File: src/hw/rtl/nec_ir_pulse_transmitter_assert.svh
// Assertion macros for the NEC IR transmitter.
// Included by the RTL files that check their own logic; depends on nothing.
`ifndef NEC_IR_PULSE_TRANSMITTER_ASSERT_SVH
`define NEC_IR_PULSE_TRANSMITTER_ASSERT_SVH

`ifndef ASSERT_OFF
`define NEC_IR_ASSERT_NOW(label, clk, rst, ante, cons) \
  label: assert property (@(posedge clk) disable iff (rst) (ante) |-> (cons)) \
    else $error("nec_ir assertion failed");
`define NEC_IR_ASSERT_NEXT(label, clk, rst, ante, cons) \
  label: assert property (@(posedge clk) disable iff (rst) (ante) |=> (cons)) \
    else $error("nec_ir assertion failed");
`else
`define NEC_IR_ASSERT_NOW(label, clk, rst, ante, cons)
`define NEC_IR_ASSERT_NEXT(label, clk, rst, ante, cons)
`endif

`endif

File: src/hw/rtl/nec_ir_pkg.sv
// Shared types and constants for the NEC IR transmitter.
// No dependencies; used by nec_ir_regs, nec_ir_engine and the top level.
package nec_ir_pkg;

  localparam int CODE_BITS = 32;
  localparam int BL_W      = $clog2(CODE_BITS + 1);
  localparam int LEN_W     = 16;
  localparam int CAR_W     = 8;
  localparam int GAP_W     = 18;
  localparam int ADDR_W    = 5;

  typedef struct packed {
    logic [LEN_W-1:0] header_mark_ticks;
    logic [LEN_W-1:0] header_space_ticks;
    logic [LEN_W-1:0] bit_mark_ticks;
    logic [LEN_W-1:0] one_space_ticks;
    logic [LEN_W-1:0] zero_space_ticks;
    logic [CAR_W-1:0] carrier_high_ticks;
    logic [CAR_W-1:0] carrier_low_ticks;
    logic [GAP_W-1:0] min_gap_ticks;
  } cfg_t;

  typedef struct packed {
    logic ir_level;
    logic busy_res;
    logic frame_done;
    logic refused;
  } res_t;

endpackage

File: src/hw/rtl/nec_ir_regs.sv
// Configuration register file with APB-style access.
// Depends on nec_ir_pkg.
module nec_ir_regs (
  input  logic                         clk,
  input  logic                         rst,
  input  logic                         psel,
  input  logic                         penable,
  input  logic                         pwrite,
  input  logic [nec_ir_pkg::ADDR_W-1:0] paddr,
  input  logic [31:0]                  pwdata,
  output logic [31:0]                  prdata,
  output logic                         pready,
  output nec_ir_pkg::cfg_t             cfg
);

  localparam logic [2:0] REG_HMARK  = 3'd0;
  localparam logic [2:0] REG_HSPACE = 3'd1;
  localparam logic [2:0] REG_BMARK  = 3'd2;
  localparam logic [2:0] REG_ONE    = 3'd3;
  localparam logic [2:0] REG_ZERO   = 3'd4;
  localparam logic [2:0] REG_CHIGH  = 3'd5;
  localparam logic [2:0] REG_CLOW   = 3'd6;
  localparam logic [2:0] REG_GAP    = 3'd7;

  logic       wr_en;
  logic [2:0] reg_sel;

  assign pready  = 1'b1;
  assign wr_en   = psel & penable & pwrite;
  assign reg_sel = paddr[4:2];

  always_ff @(posedge clk) begin
    if (rst) begin
      cfg.header_mark_ticks  <= 16'd9000;
      cfg.header_space_ticks <= 16'd4500;
      cfg.bit_mark_ticks     <= 16'd560;
      cfg.one_space_ticks    <= 16'd1690;
      cfg.zero_space_ticks   <= 16'd560;
      cfg.carrier_high_ticks <= 8'd13;
      cfg.carrier_low_ticks  <= 8'd13;
      cfg.min_gap_ticks      <= 18'd110000;
    end else if (wr_en) begin
      unique case (reg_sel)
        REG_HMARK:  cfg.header_mark_ticks  <= pwdata[15:0];
        REG_HSPACE: cfg.header_space_ticks <= pwdata[15:0];
        REG_BMARK:  cfg.bit_mark_ticks     <= pwdata[15:0];
        REG_ONE:    cfg.one_space_ticks    <= pwdata[15:0];
        REG_ZERO:   cfg.zero_space_ticks   <= pwdata[15:0];
        REG_CHIGH:  cfg.carrier_high_ticks <= pwdata[7:0];
        REG_CLOW:   cfg.carrier_low_ticks  <= pwdata[7:0];
        REG_GAP:    cfg.min_gap_ticks      <= pwdata[17:0];
        default: begin
        end
      endcase
    end
  end

  always_comb begin
    unique case (reg_sel)
      REG_HMARK:  prdata = {16'd0, cfg.header_mark_ticks};
      REG_HSPACE: prdata = {16'd0, cfg.header_space_ticks};
      REG_BMARK:  prdata = {16'd0, cfg.bit_mark_ticks};
      REG_ONE:    prdata = {16'd0, cfg.one_space_ticks};
      REG_ZERO:   prdata = {16'd0, cfg.zero_space_ticks};
      REG_CHIGH:  prdata = {24'd0, cfg.carrier_high_ticks};
      REG_CLOW:   prdata = {24'd0, cfg.carrier_low_ticks};
      REG_GAP:    prdata = {14'd0, cfg.min_gap_ticks};
      default:    prdata = 32'd0;
    endcase
  end

endmodule

File: src/hw/rtl/nec_ir_engine.sv
// Frame sequencer: phase state, tick counters, carrier and code shifter.
// Depends on nec_ir_pkg and nec_ir_pulse_transmitter_assert.svh.
`include "nec_ir_pulse_transmitter_assert.svh"

module nec_ir_engine (
  input  logic              clk,
  input  logic              rst,
  input  logic              step,
  input  logic              req_type,
  input  logic [31:0]       code_word,
  input  nec_ir_pkg::cfg_t  cfg,
  output nec_ir_pkg::res_t  res
);

  localparam logic [2:0] PH_IDLE   = 3'd0;
  localparam logic [2:0] PH_WAIT   = 3'd1;
  localparam logic [2:0] PH_HMARK  = 3'd2;
  localparam logic [2:0] PH_HSPACE = 3'd3;
  localparam logic [2:0] PH_BMARK  = 3'd4;
  localparam logic [2:0] PH_BSPACE = 3'd5;
  localparam logic [2:0] PH_TRAIL  = 3'd6;

  localparam int CB = nec_ir_pkg::CODE_BITS;
  localparam int BW = nec_ir_pkg::BL_W;
  localparam int LW = nec_ir_pkg::LEN_W;
  localparam int CW = nec_ir_pkg::CAR_W;
  localparam int GW = nec_ir_pkg::GAP_W;

  logic [2:0]    phase, phase_next;
  logic [BW-1:0] bits_left, bits_left_next;
  logic [CB-1:0] shift_code, shift_code_next;
  logic [LW-1:0] phase_ticks_left, phase_ticks_left_next;
  logic [CW-1:0] carrier_count, carrier_count_next;
  logic          carrier_high, carrier_high_next;
  logic [GW-1:0] since_last_start, since_last_start_next;

  logic          in_mark;
  logic          mark_next;
  logic [CW-1:0] cc_dec;
  logic [LW-1:0] ptl_dec;
  logic [LW-1:0] bit_mark_len;
  logic [LW-1:0] space_len;
  logic [CW-1:0] chigh_len;
  logic [CW-1:0] clow_len;
  logic          done;
  logic          refused;

  function automatic logic [LW-1:0] len_min1(input logic [LW-1:0] v);
    len_min1 = (v == '0) ? LW'(1) : v;
  endfunction

  function automatic logic [CW-1:0] car_min1(input logic [CW-1:0] v);
    car_min1 = (v == '0) ? CW'(1) : v;
  endfunction

  assign in_mark = (phase == PH_HMARK) || (phase == PH_BMARK) || (phase == PH_TRAIL);
  assign bit_mark_len = len_min1(cfg.bit_mark_ticks);
  assign chigh_len    = car_min1(cfg.carrier_high_ticks);
  assign clow_len     = car_min1(cfg.carrier_low_ticks);
  assign space_len    = shift_code[CB-1] ? len_min1(cfg.one_space_ticks)
                                         : len_min1(cfg.zero_space_ticks);
  assign cc_dec  = (carrier_count != '0) ? carrier_count - CW'(1) : carrier_count;
  assign ptl_dec = (phase_ticks_left != '0) ? phase_ticks_left - LW'(1) : phase_ticks_left;

  always_comb begin
    phase_next            = phase;
    bits_left_next        = bits_left;
    shift_code_next       = shift_code;
    phase_ticks_left_next = phase_ticks_left;
    carrier_count_next    = carrier_count;
    carrier_high_next     = carrier_high;
    since_last_start_next = since_last_start;
    done                  = 1'b0;
    refused               = 1'b0;
    if (req_type) begin
      if (phase != PH_IDLE) begin
        refused = 1'b1;
      end else begin
        shift_code_next = CB'(code_word);
        bits_left_next  = BW'(CB);
        phase_next      = PH_WAIT;
      end
    end else begin
      if (since_last_start != '1) begin
        since_last_start_next = since_last_start + GW'(1);
      end
      unique case (phase)
        PH_IDLE: begin
        end
        PH_WAIT: begin
          if (since_last_start_next >= cfg.min_gap_ticks) begin
            since_last_start_next = '0;
            phase_next            = PH_HMARK;
            phase_ticks_left_next = len_min1(cfg.header_mark_ticks);
            carrier_high_next     = 1'b1;
            carrier_count_next    = chigh_len;
          end
        end
        default: begin
          if (in_mark) begin
            carrier_count_next = cc_dec;
            if (cc_dec == '0) begin
              carrier_high_next  = ~carrier_high;
              carrier_count_next = carrier_high ? clow_len : chigh_len;
            end
          end
          phase_ticks_left_next = ptl_dec;
          if (ptl_dec == '0) begin
            unique case (phase)
              PH_HMARK: begin
                phase_next            = PH_HSPACE;
                phase_ticks_left_next = len_min1(cfg.header_space_ticks);
                carrier_high_next     = 1'b0;
                carrier_count_next    = '0;
              end
              PH_HSPACE, PH_BSPACE: begin
                phase_next            = (bits_left != '0) ? PH_BMARK : PH_TRAIL;
                phase_ticks_left_next = bit_mark_len;
                carrier_high_next     = 1'b1;
                carrier_count_next    = chigh_len;
              end
              PH_BMARK: begin
                phase_next            = PH_BSPACE;
                shift_code_next       = shift_code << 1;
                bits_left_next        = bits_left - BW'(1);
                phase_ticks_left_next = space_len;
                carrier_high_next     = 1'b0;
                carrier_count_next    = '0;
              end
              default: begin
                phase_next            = PH_IDLE;
                phase_ticks_left_next = '0;
                carrier_high_next     = 1'b0;
                carrier_count_next    = '0;
                done                  = 1'b1;
              end
            endcase
          end
        end
      endcase
    end
  end

  assign mark_next = (phase_next == PH_HMARK) || (phase_next == PH_BMARK) ||
                     (phase_next == PH_TRAIL);

  always_comb begin
    res.ir_level   = mark_next & carrier_high_next;
    res.busy_res   = (phase_next != PH_IDLE);
    res.frame_done = done;
    res.refused    = refused;
  end

  always_ff @(posedge clk) begin
    if (rst) begin
      phase            <= PH_IDLE;
      bits_left        <= '0;
      shift_code       <= '0;
      phase_ticks_left <= '0;
      carrier_count    <= '0;
      carrier_high     <= 1'b0;
      since_last_start <= '0;
    end else if (step) begin
      phase            <= phase_next;
      bits_left        <= bits_left_next;
      shift_code       <= shift_code_next;
      phase_ticks_left <= phase_ticks_left_next;
      carrier_count    <= carrier_count_next;
      carrier_high     <= carrier_high_next;
      since_last_start <= since_last_start_next;
    end
  end

  `NEC_IR_ASSERT_NEXT(a_done_goes_idle, clk, rst, step && res.frame_done, (phase == PH_IDLE) && !carrier_high)
  `NEC_IR_ASSERT_NEXT(a_refuse_no_change, clk, rst, step && res.refused, $stable(phase) && $stable(shift_code) && $stable(bits_left))
  `NEC_IR_ASSERT_NOW(a_timed_phase_len, clk, rst, (phase != PH_IDLE) && (phase != PH_WAIT), phase_ticks_left != '0)
  `NEC_IR_ASSERT_NOW(a_wait_dark, clk, rst, (phase == PH_WAIT) || (phase == PH_IDLE), !carrier_high && (carrier_count == '0))

endmodule

File: src/hw/rtl/nec_ir_pulse_transmitter.sv
// Top level of the NEC IR transmitter: input register, sequencer, result register.
// Depends on nec_ir_pkg, nec_ir_regs and nec_ir_engine.
//
// Each input transfer is a tick (req_type 0) or a send request (req_type 1) and yields
// exactly one result transfer. One item is taken per clock cycle when the output side
// keeps up; an item passes an input register, is evaluated combinationally against the
// sequencer state and lands in the result register once the output side can take it.
// ir_level is the LED drive after the item; frame timing is counted in ticks only.
// Timing registers are to be written over the APB-style port while idle (the block
// does not enforce this); a zero length or carrier time counts as one tick.
module nec_ir_pulse_transmitter (
  input  logic                          clk,
  input  logic                          rst,
  input  logic                          in_valid,
  output logic                          in_ready,
  input  logic                          req_type,
  input  logic [31:0]                   code_word,
  output logic                          out_valid,
  input  logic                          out_ready,
  output logic                          ir_level,
  output logic                          busy_res,
  output logic                          frame_done,
  output logic                          refused,
  input  logic                          psel,
  input  logic                          penable,
  input  logic                          pwrite,
  input  logic [nec_ir_pkg::ADDR_W-1:0] paddr,
  input  logic [31:0]                   pwdata,
  output logic [31:0]                   prdata,
  output logic                          pready
);

  nec_ir_pkg::cfg_t cfg;
  nec_ir_pkg::res_t res;

  logic        item_valid;
  logic        item_req;
  logic [31:0] item_code;
  logic        advance;

  assign advance  = item_valid & (~out_valid | out_ready);
  assign in_ready = ~item_valid | advance;

  always_ff @(posedge clk) begin
    if (rst) begin
      item_valid <= 1'b0;
    end else if (in_ready) begin
      item_valid <= in_valid;
    end
  end

  always_ff @(posedge clk) begin
    if (in_valid && in_ready) begin
      item_req  <= req_type;
      item_code <= code_word;
    end
  end

  nec_ir_regs u_regs (
    .clk     (clk),
    .rst     (rst),
    .psel    (psel),
    .penable (penable),
    .pwrite  (pwrite),
    .paddr   (paddr),
    .pwdata  (pwdata),
    .prdata  (prdata),
    .pready  (pready),
    .cfg     (cfg)
  );

  nec_ir_engine u_engine (
    .clk       (clk),
    .rst       (rst),
    .step      (advance),
    .req_type  (item_req),
    .code_word (item_code),
    .cfg       (cfg),
    .res       (res)
  );

  always_ff @(posedge clk) begin
    if (rst) begin
      out_valid <= 1'b0;
    end else if (advance) begin
      out_valid <= 1'b1;
    end else if (out_ready) begin
      out_valid <= 1'b0;
    end
  end

  always_ff @(posedge clk) begin
    if (advance) begin
      ir_level   <= res.ir_level;
      busy_res   <= res.busy_res;
      frame_done <= res.frame_done;
      refused    <= res.refused;
    end
  end

endmodule
File: config.mk
export PLATFORM = sky130hd
export DESIGN_NAME = nec_ir_pulse_transmitter
export DESIGN_NICKNAME = d
export VERILOG_FILES = /design/src/hw/rtl/nec_ir_pkg.sv /design/src/hw/rtl/nec_ir_regs.sv /design/src/hw/rtl/nec_ir_engine.sv /design/src/hw/rtl/nec_ir_pulse_transmitter.sv
export VERILOG_INCLUDE_DIRS = /design/src /design/src/hw/rtl
export SDC_FILE = /design/constraint.sdc
export NUM_CORES = 1
export LEC_CHECK = 0
export ABC_AREA = 1
export ABC_CLOCK_PERIOD_IN_PS = 9900
export BUFFER_PORTS_ARGS = -buffer_cell sky130_fd_sc_hd__buf_2
export CAP_MARGIN = 20
export CORE_MARGIN = 2
export CORE_UTILIZATION = 65
export DETAILED_ROUTE_END_ITERATION = 12
export MAX_ROUTING_LAYER = met4
export PLACE_DENSITY = 0.86
export SLEW_MARGIN = 20
export SYNTH_ARGS = -nofsm -noshare
export SYNTH_HDL_FRONTEND = slang
export SYNTH_SLANG_ARGS = --single-unit
export TNS_END_PERCENT = 100
File: constraint.sdc
create_clock -name clk -period 9.9 [get_ports clk]
set_input_delay 2.97 -clock clk [delete_from_list [all_inputs] [get_ports clk]]
set_output_delay 2.97 -clock clk [all_outputs]
set_load 0.03 [all_outputs]
Yosys cells after proc, flatten, opt, wreduce, memory -nomap -nowiden
Cells that the tools add are included.
- flip-flop bits (word level): 237
- output and inout bits: 39
- logic and storage cells: 155
- add/sub/neg operators: 4
- $lt $le $gt $ge: 1
- equality and inequality tests: 20
- multiplexer cells: 54
- bitwise gates (word level): 12
- reductions and logical operators: 41
- operator list (cell ; number):
    $pmux W32 S8 ; 1
    $mux W32 ; 5
    $mux W16 ; 9
    $logic_not A16 Y1 ; 6
    $mux W18 ; 4
    $mux W8 ; 9
    $pmux W16 S3 ; 1
    $pmux W16 S2 ; 1
    $mux W6 ; 5
    $eq A3 B3 Y1 const B ; 9
    $logic_not A8 Y1 ; 3
    $add A18 B1 Y18 const B ; 1
    $ge A18 B18 Y1 ; 1
    $ne A18 B18 Y1 const B ; 1
    $reduce_and A2 Y1 ; 9
    $pmux W8 S2 ; 1
    $reduce_bool A16 Y1 ; 1
    $sub A16 B1 Y16 const B ; 1
    $eq A3 B2 Y1 const B ; 5
    $mux W3 ; 4
    $mux W1 ; 10
    $reduce_and A5 Y1 ; 2
    $pmux W3 S3 ; 1
    $reduce_bool A3 Y1 ; 3
    20 further kinds ; 39

Longest topological paths before layout
- depth after elaboration: 11
- gate-level depth with buffers: 24
- depth with buffers taken out: 23

Modules after synthesis
From an unflattened synthesis, not the netlist that was laid out.
- cells, all modules: 2028
- area total of the unflattened synthesis: 13452.9 µm²
- by module, submodules not included (module ; times used ; cells each ; area an instance (µm²)):
    nec_ir_engine ; 1 ; 1207 ; 6941.7
    nec_ir_regs ; 1 ; 772 ; 5308.8
    nec_ir_pulse_transmitter ; 1 ; 49 ; 1202.4

Worst setup path before layout
No wires, ideal clock.
- path kind: input port to output port
- from: in paddr[2] (netlist bit)
- to: out prdata[5]
- data arrival time: 4.142 ns
- data required time: 6.930 ns
- path slack: 2.788 ns
- stages: 7
- path through: inv_1 -> nor3_1 -> inv_1 -> clkbuf_1 -> o22ai_1 -> a21oi_1 -> o211ai_1
- longest elaborated chain between the ends: 2
- elaborated cells between the ends (all ways): 9
- ends and longest elaborated chain (what ; RTL line ; text):
    start, declared ; nec_ir_pulse_transmitter.sv:27 ; input logic [nec_ir_pkg::ADDR_W-1:0] paddr,
    $eq A3 B3 Y1, or another cell as far along ; nec_ir_regs.sv:59 ; unique case (reg_sel)
    $pmux W32 S8 * ; nec_ir_regs.sv:59 ;
    end, declared ; nec_ir_pulse_transmitter.sv:29 ; output logic [31:0] prdata,
Mark *: on every way between the ends. The rest lies on a longest branch, timed or not. The select of a mux whose other input is x is not followed.

Worst setup path in the final report
- from: in paddr[2] (netlist bit)
- to: out prdata[0]
Same word-level chain as after synthesis.

==> results_dict.tcl <==
set metrics [dict create \
    status "complete, no violations" \
    htreeDepth 1 \
    grt_start_max_net_pins 123 \
    vias 11969 \
    synth_mux_area_frac 0.02510 \
    synth_cell_types 50 \
    finalSetupTns_ns 0 \
    p_per_area_nw_per_um2 171.7 \
    die_h_microns 141.9 \
    diodes 0 \
    fin_nets 1792 \
    netlist_area_sq_um 12360 \
    drt_first_pass_iters 8 \
    fin_skew_ns 0.02278 \
    fill_cells 1494 \
    antenna_found_initial 0 \
    fmax_ghz 0.1281 \
    clock_sinks 237 \
    async_flop_share 0 \
    r2r_cells 23 \
    die_area_sq_um 20140 \
    final_cell_mix "nand2_1 (258), dfxtp_1 (200), a21oi_1 (194)" \
    ys.flop_type "dfxtp_1" \
    vdd_drop_max_v 0.0002172 \
    drc 0 \
    tightest_slew_ns 1.123 \
    synth_edf_count 37 \
    grt_overflow_total 0 \
    worstHoldStart "u_engine.bits_left[0]" \
    pre_cts_ws_ns 2.207 \
    cts.reportedPaths.clkPinSlew_ns 0.06 \
    grt_pass1_wl_microns 56520 \
    cp_data_required_time_ns 6.93 \
    first_global_vias 11035 \
    cts_tree "done" \
    start_util 0.6609 \
    critPathLaunchType "primary input" \
    cts_setup_buffers 0 \
    min_period_ns 7.806 \
    multi_input_comb_area_sq_um 6206 \
    rows 50 \
    ctsResizeCount 0 \
    ys_warn_count 0 \
    io_buffer_count 84 \
    synth_adder_area_share 0.02328 \
    yosys.area_share.simple 0.2033 \
    synth_top_family_by_area "compound AO/OA/AOI/OAI gates" \
    numCtsBuffers 26 \
    cp-end-kind "output pin" \
    ys_seq_area_frac 0.4138 \
    drt-total-wl_microns 36210 \
    min_to "u_engine.bits_left[0]" \
    finalSetupViolCount 0 \
    arrival_ns 4.84 \
    dp_hpwl_microns 25470 \
    finalHoldViolCount 0 \
    synth_cells 1650 \
    area_growth_pct 10.13 \
    slew_headroom 0.2511 \
    avgRoutedWirePerCell_microns 18.62 \
    setup_ws_ns 2.094 \
    whs_path_depth 1 \
    cts_hold_buf 0 \
    critical_path_class "primary input to output pin" \
    period_share 0.7885 \
    core-area_sq_um 18710 \
    hold_path_class "flop to flop" \
    r2r-end "u_engine.carrier_count[5]" \
    synth-xor-area-share 0.01559 \
    syn_area_per_cell_sq_um 7.492 \
    ctsLongestPathBuffers 3 \
    drt-initial-drc-count 1300 \
    die_w_microns 141.9 \
    total_leakage_power_uw 0.005804 \
    yosys_register_bits 237 \
    area.sequential_sq_um 5115 \
    place_congestion 1.010 \
    ant_nets 0 \
    layout-drive-gt1-share 0.1163 \
    worstSkewPairLatency_ns 0.55 \
    vias_per_cell 6.154 \
    cts-root-buf "clkbuf_16" \
    rrSetupSlack_ns 5.23 \
    crit_fanout 14 \
    synth_compound_area_frac 0.2302 \
    finalMaxSlewViolations 0 \
    cap_violations 0 \
    ios 116 \
    layout_commonest_cell "nand2_1" \
    r2r_start "u_engine.since_last_start[0]" \
    grt_usage 0.3630 \
    rsz0062_at_grt "false" \
]
-- worst max path at each step --
stage | start | end | slack, ns | depth (start not counted)
5_1_grt | paddr[2] | prdata[8] | 2.05 | 8
3_3_place_gp | paddr[2] | prdata[2] | 2.22 | 8
4_1_cts | paddr[2] | prdata[0] | 2.18 | 8
3_5_place_dp | paddr[2] | prdata[12] | 2.21 | 8
6_report | paddr[2] | prdata[0] | 2.09 | 8
2_1_floorplan | paddr[2] | prdata[5] | 2.79 | 7
-- Yosys cell counts (8+ instances only) --
cell	instances	area, sq um
nand3_1	61	305.3
a221oi_1	20	175.2
nand2_1	258	968.4
nand2_2	9	56.30
nor3_1	12	60.06
a21oi_2	19	166.4
dfxtp_1	200	4004
mux2i_1	31	310.3
ha_1	23	287.8
o21ai_0	179	895.9
edfxtp_1	37	1111
xor2_1	13	113.9
o2111ai_1	8	70.07
nor2_1	153	574.3
o22ai_1	24	150.1
buf_4	18	135.1
o211ai_1	20	150.1
inv_1	156	585.6
xnor2_1	9	78.83
clkbuf_1	61	229.0
o21ai_1	33	165.2
a21oi_1	194	970.9
nand4_1	17	106.4
nor2_2	12	75.07
nor4_1	23	143.9
-- per-stage QoR --
| stage | util | hold slack, ns | cells | power (uW) | area [sq um] |
|---|---|---|---|---|---|
| 2_1_floorplan | - | 0.4028 | 1663 | 1287 | 12410 |
| 3_3_place_gp | 0.6811 | 0.4121 | 1898 | 1356 | 12740 |
| 3_5_place_dp | 0.6811 | 0.4268 | 1898 | 1367 | 12740 |
| 4_1_cts | 0.7278 | 0.4420 | 1945 | 2330 | 13610 |
| 5_1_grt | 0.7278 | 0.4895 | 1945 | 2416 | 13610 |
| 6_report | 0.7278 | 0.4449 | 1945 | 2338 | 13610 |
-- worst max-delay path, cell delays in order --
cell,delay [ns]
buf_2,0.12
inv_1,0.08
nor3_1,0.50
inv_1,0.40
o22ai_1,0.24
a21oi_1,0.10
o211ai_1,0.15
buf_2,0.26
-- cells by family (layout without fill, tap and decap cells) --
logic type	Yosys count	count (layout)
other cells	2	15
simple gates	567	567
mux	31	31
xor+xnor	22	22
buf+inv	259	307
fa+ha+maj	23	23
flops	237	237
compound gates	509	509
-- state kept, by name (all words and copies together) (netlist names) --
signal,flops
u_engine.bits_left,6
frame_done,1
busy_res,1
item_valid,1
out_valid,1
item_code,32
u_engine.shift_code,32
u_engine.phase_ticks_left,16
ir_level,1
refused,1
item_req,1
u_engine.carrier_count,8
u_engine.carrier_high,1
u_engine.phase,3
u_engine.since_last_start,18
u_regs.cfg,114
-- layer usage --
layer,up-vias,GRT usage,share of wire
met1,5507,0.4513,0.40
li1,5719,-,-
met3,124,0.05366,0.088
met2,619,0.5961,0.47
met4,0,0.1511,0.043
met5,-,-,0
-- area by class of cell --
cell class	count	area share
multi-input combinational	1167	0.4558
sequential	237	0.3757
clock buffer	41	0.05790
inverter	164	0.04531
timing repair buffer	96	0.03750
tap	234	0.02151
clock inverter	6	0.006249
-- report_power, final --
group | internal [uW] | total [uW] | switching, uW
Combinational | 101 | 333 | 232
Sequential | 1010 | 1020 | 17.8
Clock | 575 | 982 | 407
Power figures use the tool's default switching activity.
